File: src/rtl/core/scfla_pkg.sv
package scfla_pkg;

  localparam int DEF_MAX_BLOCK_BYTES = 128;
  localparam int DEF_GAP_BYTES       = 8;
  localparam int DEF_CHAIN_BLOCKS    = 20;
  localparam int DEF_HEADER_BYTES    = 8;
  localparam int DEF_ARENA_BYTES     = 65536;

  localparam int ADDR_W     = 16;
  localparam int ADDR_SPACE = 1 << ADDR_W;
  localparam int CP_W       = ADDR_W + 1;
  localparam int LINK_W     = ADDR_W + 1;
  localparam int COUNT_W    = 16;
  localparam int ELEM_W     = 8;
  localparam int BYTES_W    = COUNT_W + ELEM_W;

  typedef enum logic {
    CMD_ALLOC = 1'b0,
    CMD_FREE  = 1'b1
  } cmd_t;

  typedef enum logic [1:0] {
    ST_OK        = 2'd0,
    ST_OVERSIZE  = 2'd1,
    ST_EXHAUSTED = 2'd2,
    ST_ZERO      = 2'd3
  } status_t;

  typedef enum logic [2:0] {
    S_IDLE,
    S_CLASS,
    S_HEAD,
    S_CARVE,
    S_POP,
    S_DONE
  } state_t;

  typedef struct packed {
    logic capture;
    logic classify;
    logic free_push;
    logic carve_push;
    logic pop_read;
    logic pop_load;
    logic set_exhausted;
    logic load_out;
  } scfla_ctl_t;

  typedef struct packed {
    logic is_free;
    logic zero;
    logic oversize;
    logic head_valid;
    logic carve_fit;
    logic slot_free;
  } scfla_stat_t;

endpackage

File: src/rtl/core/scfla_ctrl.sv
module scfla_ctrl (
  input  logic                 clk,
  input  logic                 rst_n,
  input  logic                 in_valid,
  output logic                 in_ready,
  input  scfla_pkg::scfla_stat_t stat,
  output scfla_pkg::scfla_ctl_t  ctl
);
  import scfla_pkg::*;

  state_t state_r, state_nxt;

  always_ff @(posedge clk) begin
    if (!rst_n) begin
      state_r <= S_IDLE;
    end else begin
      state_r <= state_nxt;
    end
  end

  always_comb begin
    state_nxt = state_r;
    ctl       = '0;
    in_ready  = 1'b0;
    unique case (state_r)
      S_IDLE: begin
        in_ready = 1'b1;
        if (in_valid) begin
          ctl.capture = 1'b1;
          state_nxt   = S_CLASS;
        end
      end
      S_CLASS: begin
        ctl.classify = 1'b1;
        state_nxt    = S_HEAD;
      end
      S_HEAD: begin
        if (stat.zero || stat.oversize) begin
          state_nxt = S_DONE;
        end else if (stat.is_free) begin
          ctl.free_push = 1'b1;
          state_nxt     = S_DONE;
        end else if (stat.head_valid) begin
          ctl.pop_read = 1'b1;
          state_nxt    = S_POP;
        end else begin
          state_nxt = S_CARVE;
        end
      end
      S_CARVE: begin
        if (stat.carve_fit) begin
          ctl.carve_push = 1'b1;
        end else if (stat.head_valid) begin
          ctl.pop_read = 1'b1;
          state_nxt    = S_POP;
        end else begin
          ctl.set_exhausted = 1'b1;
          state_nxt         = S_DONE;
        end
      end
      S_POP: begin
        ctl.pop_load = 1'b1;
        state_nxt    = S_DONE;
      end
      S_DONE: begin
        if (stat.slot_free) begin
          ctl.load_out = 1'b1;
          state_nxt    = S_IDLE;
        end
      end
      default: begin
        state_nxt = S_IDLE;
      end
    endcase
  end

endmodule

File: config.mk
export PLATFORM = sky130hd
export DESIGN_NAME = scfla_ctrl
export DESIGN_NICKNAME = d
export VERILOG_FILES = /design/src/rtl/core/scfla_pkg.sv /design/src/rtl/core/scfla_ctrl.sv
export SDC_FILE = /design/constraint.sdc
export NUM_CORES = 1
export LEC_CHECK = 0
export BUFFER_PORTS_ARGS = -buffer_cell sky130_fd_sc_hd__buf_2
export CAP_MARGIN = 20
export CORE_AREA = 4 4 41 43
export DETAILED_ROUTE_END_ITERATION = 7
export DIE_AREA = 0 0 45 47
export SYNTH_ARGS = -nofsm -noshare
export SYNTH_HDL_FRONTEND = slang
export SYNTH_SLANG_ARGS = --single-unit
File: constraint.sdc
create_clock -name clk -period 1.63 [get_ports clk]
set_input_delay 0.0815 -clock clk [delete_from_list [all_inputs] [get_ports clk]]
set_output_delay 0.0815 -clock clk [all_outputs]
set_load 0.05 [all_outputs]
==> results of run 1 <==
critical path, cell delays in order, from the launching register on:
cell and delay [ps]:
dfxtp_2 440, nor2b_1 250, and3_1 180, buf_2 250
cell families (layout without fill, tap and decap cells):
logic type | Yosys count | in the layout
and+or+nand+nor | 27 | 27
AOI/OAI and AO/OA | 8 | 8
buffers and inverters | 4 | 22
DFF | 3 | 3
muxes | 1 | 1
report_power, final:
part	total (mW)	switching [mW]	leakage, nW	internal [mW]
Sequential	0.145	0.0529	0.0253	0.0918
Combinational	0.261	0.176	0.155	0.0844
Clock	0.128	0.0361	0.0150	0.0916
timing repair:
item | CTS | global route
gates resized for setup | 0 | 2
hold buffers | 0 | 0
endpoints found under the setup margin | 0 | 4
endpoints found under the hold margin | 0 | 0
final cells by class:
class,count,area [um^2]
clock buffers,4,26.3
fillers,150,881
inverters,1,3.75
multi-input cells,36,224
flip-flops and latches,3,62.6
well taps,15,18.8
repair buffers,17,85.1
cells in the mapped netlist, drive strengths merged, types with 2 or more instances:
master / instances / area, um^2
nor2: 8 / 30.0
nand2: 4 / 15.0
dfxtp: 3 / 60.1
nand2b: 3 / 18.8
nor3: 3 / 15.0
clkbuf: 2 / 7.51
nand3: 2 / 10.0
stage by stage:
stage	setup TNS (ps)	power [mW]	setup slack, ps	util, %
3_3_place_gp	0	0.398	321	30.1
3_5_place_dp	0	0.404	287	30.1
2_1_floorplan	-182	0.344	-182	-
6_report	0	0.533	200	32.3
5_1_grt	0	0.577	108	32.3
4_1_cts	0	0.540	40.9	32.1
per-layer routing:
layer | global-route usage (%) | up-vias | share of wire, %
met4 | 5.26 | 0 | 0
met3 | 1.15 | 0 | 5.9
met5 | 0 | - | 0
li1 | - | 192 | -
met2 | 13.3 | 13 | 43
met1 | 12.4 | 160 | 51
worst paths after layout:
kind                                  from    endpoint  slack, ps  cells after the start
worst max-delay path            state_r[1]      ctl[3]        200                      3
worst min-delay path                 rst_n  state_r[2]        120                      2
worst max register to register  state_r[1]  state_r[0]        460                      3
worst min register to register  state_r[0]  state_r[0]        590                      2
==> impl_metrics.py, run 1 <==
metrics = {
    "outcome": {
        "status": "finished clean",
    },
    "drt": {
        "post_drt_wl_per_cell_um": 11.7,
        "drc": 0,
        "vias": 365,
        "drt_iter0_drc": 4,
        "vias_per_cell": 4.80,
        "ant_nets": 0,
        "drt_first_pass_iters": 4,
        "drt-total-wl_um": 887,
    },
    "timing": {
        "holdWs_ps": 117,
        "hold_viol": 0,
        "grt_setup_unrepaired": "no",
        "slew_viol_final": 0,
        "max_freq_mhz": 699,
        "worst_slew_pin_slew_ps": 308,
        "slew_headroom_pct": 79.4,
        "setup_violations": 0,
        "fin_crit_ps": 1430,
        "fin_skew_ps": 0.650,
        "fin_crit_sh_pct": 87.8,
    },
    "min_path": {
        "hold_class": "in -> reg",
    },
    "floorplan": {
        "core_area_um2": 1300,
        "pin_count": 18,
        "rows": 13,
        "die-area_um2": 2120,
        "start_util_pct": 22.3,
        "die_h_um": 47,
        "dieWidth_um": 45,
    },
    "finish": {
        "n_antenna_cell": 0,
        "area_growth_syn_to_layout_pct": 44.8,
        "reg_top3": "state_r: 3 flops",
        "stdcell_count": 76,
        "fin_nets": 71,
        "fin_area_um2": 420,
        "drive_gt1_share_pct": 41.0,
        "final_cell_mix": "buf_2, nor2_1, nand2_1",
        "final_common_cell": "buf_2",
        "largest_reg_flops": 3,
        "top_register": "state_r",
    },
    "clock_tree": {
        "clkSlewWorstSetupHoldPaths_ps": 40,
        "cts_root_buf": "clkbuf_4",
        "clkLatencyLatePin_ps": 230,
        "postCtsSetupBuffers": 0,
        "cts_tree": "yes",
        "cts_buffer_depth": 2,
        "htreeDepth": 1,
        "numCtsBuffers": 3,
        "clock-sinks": 3,
    },
    "logic_synthesis": {
        "synthCells": 43,
        "synth_mux_area_share_pct": 3.45,
        "synth_fp_nets": 52,
        "yosys.area_share.simple_pct": 48.7,
        "synth_area_um2": 290,
        "yosys_warnings": 0,
        "synth_top_family_by_area": "simple AND/OR/NAND/NOR gates",
        "async_flop_share_pct": 0,
        "synth-xor-area-share_pct": 0,
        "ys_ff_latch": 3,
        "synth-edff-count": 0,
        "syn_avg_cell_area_um2": 6.75,
        "ys.flop_type": "dfxtp_1",
        "seq_area_frac_synth_pct": 20.7,
        "ys_types": 25,
        "synth_compound_area_share_pct": 21.6,
        "synth_adder_area_share_pct": 0,
    },
    "critical_path": {
        "critical_path.startpoint_type": "flip-flop",
        "arrival_ps": 1350,
        "crit_type": "reg -> out",
        "path_max_fanout": 12,
        "worstPathRequired_ps": 1550,
        "end_kind": "output pin",
    },
    "power": {
        "p_leak_nw": 0.196,
        "irDropWorstVdd_v": 0.000440,
        "cellPowerDensity_nw_per_um2": 1270,
    },
    "placed_design": {
        "dp.cells": 72,
        "placed_cell_area_um2": 392,
        "port_buffers": 17,
        "hpwl_um": 659,
        "gp_congestion": 0.751,
    },
    "global_route": {
        "antenna_found_initial": 0,
        "gr-total-overflow": 0,
        "grt_pass1_vias": 306,
        "grt_pass1_wl_mm": 1.41,
        "grt_usage_pct": 8.99,
        "grt_max_degree": 17,
    },
    "flow_run": {
        "maxCapViolCount": 0,
    },
}
Power figures use the tool's default switching activity.
==> inputs of run 2 (changes only) <==
--- a/config.mk
+++ b/config.mk
@@ -7,9 +7,12 @@
 export LEC_CHECK = 0
 export BUFFER_PORTS_ARGS = -buffer_cell sky130_fd_sc_hd__buf_2
 export CAP_MARGIN = 20
-export CORE_AREA = 4 4 41 43
+export CELL_PAD_IN_SITES_DETAIL_PLACEMENT = 1
+export CELL_PAD_IN_SITES_GLOBAL_PLACEMENT = 2
+export CORE_MARGIN = 4
+export CORE_UTILIZATION = 20
 export DETAILED_ROUTE_END_ITERATION = 7
-export DIE_AREA = 0 0 45 47
+export PLACE_DENSITY_LB_ADDON = 0.1
 export SYNTH_ARGS = -nofsm -noshare
 export SYNTH_HDL_FRONTEND = slang
 export SYNTH_SLANG_ARGS = --single-unit
==> run 2 against run 1 <==
Net effect: clock power about the same; clock-buffer cell count did not move; routed wire length is 16% higher; design area unchanged; critical path type unchanged; largest cell class unchanged; largest power group unchanged.
==> impl_metrics.py, run 2 (synthesis results as in run 1) <==
metrics = {
    "outcome": {
        "status": "finished clean",
    },
    "drt": {
        "post_drt_wl_per_cell_um": 13.5,
        "ant_nets": 0,
        "vias": 368,
        "drc": 0,
        "vias_per_cell": 4.84,
        "drt_first_pass_iters": 3,
        "drt-total-wl_mm": 1.03,
        "drt_iter0_drc": 4,
    },
    "global_route": {
        "grt_pass1_vias": 399,
        "gr-total-overflow": 0,
        "grt_max_degree": 17,
        "grt_pass1_wl_mm": 1.59,
        "grt_usage_pct": 10.3,
        "antenna_found_initial": 0,
    },
    "critical_path": {
        "worstPathRequired_ps": 1550,
        "crit_chain": "mux2i_1 -> and3_1 -> buf_2",
        "end_kind": "output pin",
        "cp_top_family": "flip-flops",
        "slowest_stage": "dfxtp_2",
        "slowest_delay_ps": 490,
        "path_max_fanout": 16,
        "arrival_ps": 1360,
        "critPathBufInv": 1,
        "critical_path.startpoint_type": "flip-flop",
        "crit_type": "reg -> out",
    },
    "timing": {
        "hold_viol": 0,
        "fin_skew_ps": 1.69,
        "slew_viol_final": 0,
        "setup_violations": 0,
        "max_freq_mhz": 693,
        "fin_crit_ps": 1440,
        "fin_crit_sh_pct": 88.5,
        "slew_headroom_pct": 79.2,
        "setup_tns_ps": 0,
        "grt_setup_unrepaired": "no",
        "worst_slew_pin_slew_ps": 312,
    },
    "finish": {
        "fin_nets": 71,
        "final_common_cell": "buf_2",
        "largest_reg_flops": 3,
        "final_cell_mix": "buf_2, nor2_1, nand2_1",
        "utilization_pct": 31.5,
        "n_antenna_cell": 0,
        "top_register": "state_r",
        "fillers": 180,
        "area_growth_syn_to_layout_pct": 44.8,
        "drive_gt1_share_pct": 41.0,
        "reg_top3": "state_r: 3 flops",
    },
    "clock_tree": {
        "cts_tree": "yes",
        "numCtsBuffers": 3,
        "cts_root_buf": "clkbuf_4",
        "clkSlewWorstSetupHoldPaths_ps": 40,
        "clock-sinks": 3,
        "cts_buffer_depth": 2,
        "hold_buffers": 0,
        "clkLatencyLatePin_ps": 230,
        "htreeDepth": 1,
    },
    "floorplan": {
        "die-area_um2": 2120,
        "pin_count": 18,
        "start_util_pct": 21.8,
        "core_area_um2": 1330,
        "rows": 13,
        "dieWidth_um": 46.1,
        "die_h_um": 46.1,
    },
    "placed_design": {
        "hpwl_um": 836,
        "gp_congestion": 0.739,
        "port_buffers": 17,
    },
    "min_path": {
        "hold_class": "in -> reg",
    },
    "power": {
        "cellPowerDensity_nw_per_um2": 1280,
        "irDropWorstVdd_v": 0.000548,
        "p_leak_nw": 0.196,
    },
    "flow_run": {
        "maxCapViolCount": 0,
    },
}
[run 2: cell counts in the layout (fill, tap and decap cells not counted)]
Identical to the previous run, type by type.
[run 2: final timing paths]
check | startpoint | endpoint | slack [ps] | cells after the start
max | state_r[0] | ctl[3] | 190 | 3
min | rst_n | state_r[2] | 110 | 2
max reg2reg | state_r[2] | state_r[0] | 440 | 3
min reg2reg | state_r[0] | state_r[0] | 590 | 2
[run 2: metrics by stage]
| stage | area, um^2 | std cells | power, mW | worst slack, ps | hold WS, ps |
|---|---|---|---|---|---|
| final | 420 | 76 | 0.538 | 188 | 110 |
| after floorplan | 300 | 43 | 0.344 | -182 | 199 |
| after detailed placement | 392 | 72 | 0.413 | 252 | 346 |
| after global placement | 392 | 72 | 0.404 | 300 | 337 |
| after CTS | 419 | 76 | 0.547 | 67.8 | 107 |
| after global routing | 420 | 76 | 0.580 | 71.2 | 108 |
[run 2: layer usage]
metal  global-route usage, %  routed length (um)
met5                       0                   0
met4                    5.11                   0
met3                    3.13                  76
met2                    16.8                 475
met1                    12.0                 477
[run 2: layout make-up]
cell class              instances  area (um^2)  area share (%)
multi-input cells              36          224            53.3
flip-flops and latches          3         62.6            14.9
inverters                       1         3.75           0.893
repair buffers                 17         85.1            20.2
clock buffers                   4         26.3            6.25
well taps                      15         18.8            4.46
[run 2: worst register-to-register path: cells and delay by family, from the launching register on]
family	cells	cell delay, ps
AO/OA/AOI/OAI	2	450
AND/OR/NAND/NOR	1	120
flip-flops	1	490
[run 2: repair_timing]
action / 4_1_cts / 5_1_grt
setup buffers: 0 / 0
setup endpoints to repair: 1 / 1
resized for setup: 1 / 1
gates cloned: 0 / 0
[run 2: report_power, final]
group	internal, mW	switching [mW]	total (mW)	leakage [nW]
combinational	0.0845	0.184	0.268	0.155
sequential	0.0918	0.0522	0.144	0.0253
clock	0.0915	0.0345	0.126	0.0150
==> inputs of run 3 (changes only) <==
--- a/config.mk
+++ b/config.mk
@@ -12,7 +12,8 @@
 export CORE_MARGIN = 4
 export CORE_UTILIZATION = 20
 export DETAILED_ROUTE_END_ITERATION = 7
-export PLACE_DENSITY_LB_ADDON = 0.1
+export PLACE_DENSITY_LB_ADDON = 0.3
+export RECOVER_POWER = 50
 export SYNTH_ARGS = -nofsm -noshare
 export SYNTH_HDL_FRONTEND = slang
 export SYNTH_SLANG_ARGS = --single-unit
==> run 3 against run 2 <==
Net effect: final cell count up 1.3%; power up 1.6%; clock power up 6%; register-to-register slack better by 30 ps; critical path type unchanged; critical endpoint is now ctl[0].
==> impl_metrics.py, run 3 (synthesis results as in run 1) <==
metrics = {
    "outcome": {
        "status": "finished clean",
    },
    "timing": {
        "fin_skew_ps": 3.40,
        "setup_violations": 0,
        "fin_ws_ps": 210,
        "slew_viol_final": 0,
        "max_freq_mhz": 704,
        "fin_crit_sh_pct": 87.1,
        "fin_crit_ps": 1420,
        "worst_slew_pin_slew_ps": 294,
        "hold_viol": 0,
        "slew_headroom_pct": 80.4,
        "grt_setup_unrepaired": "no",
    },
    "placed_design": {
        "gp_congestion": 0.753,
        "placed_cell_area_um2": 399,
        "dpl_worst_slack_ps": 277,
        "hpwl_um": 729,
        "port_buffers": 17,
    },
    "finish": {
        "final_cell_mix": "buf_2, nor2_1, nand2_1",
        "final_common_cell": "buf_2",
        "drive_gt1_share_pct": 40.3,
        "fin_nets": 72,
        "largest_reg_flops": 3,
        "fin_area_um2": 427,
        "area_growth_syn_to_layout_pct": 47.0,
        "top_register": "state_r",
        "reg_top3": "state_r: 3 flops",
        "n_antenna_cell": 0,
    },
    "critical_path": {
        "end_kind": "output pin",
        "worst-r2r-setup-slack_ps": 470,
        "slowest_delay_ps": 350,
        "critPathBufInv": 2,
        "slowest_stage": "dfxtp_1",
        "worstPathRequired_ps": 1550,
        "critical_path.startpoint_type": "flip-flop",
        "crit_type": "reg -> out",
        "cp_top_family": "buffers and inverters",
        "arrival_ps": 1340,
        "path_max_fanout": 7,
        "crit_chain": "buf_4 -> nand2b_1 -> nor2_1 -> buf_2",
    },
    "clock_tree": {
        "cts_tree": "yes",
        "hold_buffers": 0,
        "clkSlewWorstSetupHoldPaths_ps": 40,
        "clkLatencyLatePin_ps": 240,
        "cts_root_buf": "clkbuf_4",
        "htreeDepth": 1,
        "postCtsSetupBuffers": 0,
        "numCtsBuffers": 3,
        "clock-sinks": 3,
        "cts_buffer_depth": 2,
        "cts_resized": 0,
    },
    "global_route": {
        "grt_max_degree": 17,
        "antenna_found_initial": 0,
        "grt_pass1_wl_mm": 1.46,
        "grt_pass1_vias": 352,
        "grt_usage_pct": 9.74,
        "gr-total-overflow": 0,
    },
    "drt": {
        "drt_iter0_drc": 2,
        "ant_nets": 0,
        "drt_first_pass_iters": 4,
        "drt-total-wl_um": 929,
        "vias": 372,
        "post_drt_wl_per_cell_um": 12.1,
        "drc": 0,
        "vias_per_cell": 4.83,
    },
    "power": {
        "combPwrFrac_pct": 50.8,
        "netSwitchingPower_uw": 275,
        "cellPowerDensity_nw_per_um2": 1280,
        "p_leak_nw": 0.200,
        "seq_power_share_pct": 24.7,
        "switching_share_pct": 50.4,
        "power.internal_uw": 272,
        "p_clk_share_pct": 24.5,
        "irDropWorstVdd_v": 0.000410,
    },
    "floorplan": {
        "pin_count": 18,
        "die-area_um2": 2120,
        "start_util_pct": 21.8,
        "die_h_um": 46.1,
        "core_area_um2": 1330,
        "dieWidth_um": 46.1,
        "rows": 13,
    },
    "flow_run": {
        "maxCapViolCount": 0,
    },
    "min_path": {
        "hold_class": "in -> reg",
    },
}
## run 3: metrics by stage
| stage | std cells | setup TNS, ps | util (%) | hold slack [ps] | power (mW) |
|---|---|---|---|---|---|
| global route | 77 | 0 | 32.0 | 111 | 0.594 |
| detailed placement | 73 | 0 | 29.9 | 342 | 0.415 |
| CTS | 77 | 0 | 31.9 | 96.3 | 0.554 |
| finish | 77 | 0 | 32.0 | 104 | 0.547 |
| global placement | 73 | 0 | 29.9 | 345 | 0.414 |
| floorplan | 43 | -182 | - | 199 | 0.344 |
## run 3: routing by layer
| layer | track usage (%) | share of wire (%) |
|---|---|---|
| met1 | 12.7 | 48 |
| met2 | 13.5 | 41 |
| met4 | 6.82 | 1.8 |
| met5 | 0 | 0 |
| met3 | 2.73 | 9.1 |
## run 3: path summary, 6_finish.rpt
check,startpoint,end,cells after the start
setup / recovery,state_r[1],ctl[0],4
hold / removal,rst_n,state_r[2],2
setup reg to reg,state_r[0],state_r[0],3
hold reg to reg,state_r[0],state_r[0],2
## run 3: cell type report
| class | instances | area (um^2) |
|---|---|---|
| Fill cell | 184 | 907 |
| Sequential cell | 3 | 61.3 |
| Tap cell | 15 | 18.8 |
| Clock buffer | 4 | 26.3 |
| Inverter | 1 | 3.75 |
| Multi-Input combinational cell | 36 | 224 |
| Timing Repair Buffer | 18 | 92.6 |
## run 3: power groups by stage
| stage | clock network (mW) | registers [mW] | logic [mW] |
|---|---|---|---|
| 6_report | 0.134 | 0.135 | 0.278 |
| 5_1_grt | 0.151 | 0.141 | 0.301 |
| 4_1_cts | 0.140 | 0.133 | 0.281 |
| 3_5_place_dp | 0 | 0.135 | 0.280 |
| 3_3_place_gp | 0 | 0.134 | 0.280 |
| 2_1_floorplan | 0 | 0.101 | 0.243 |
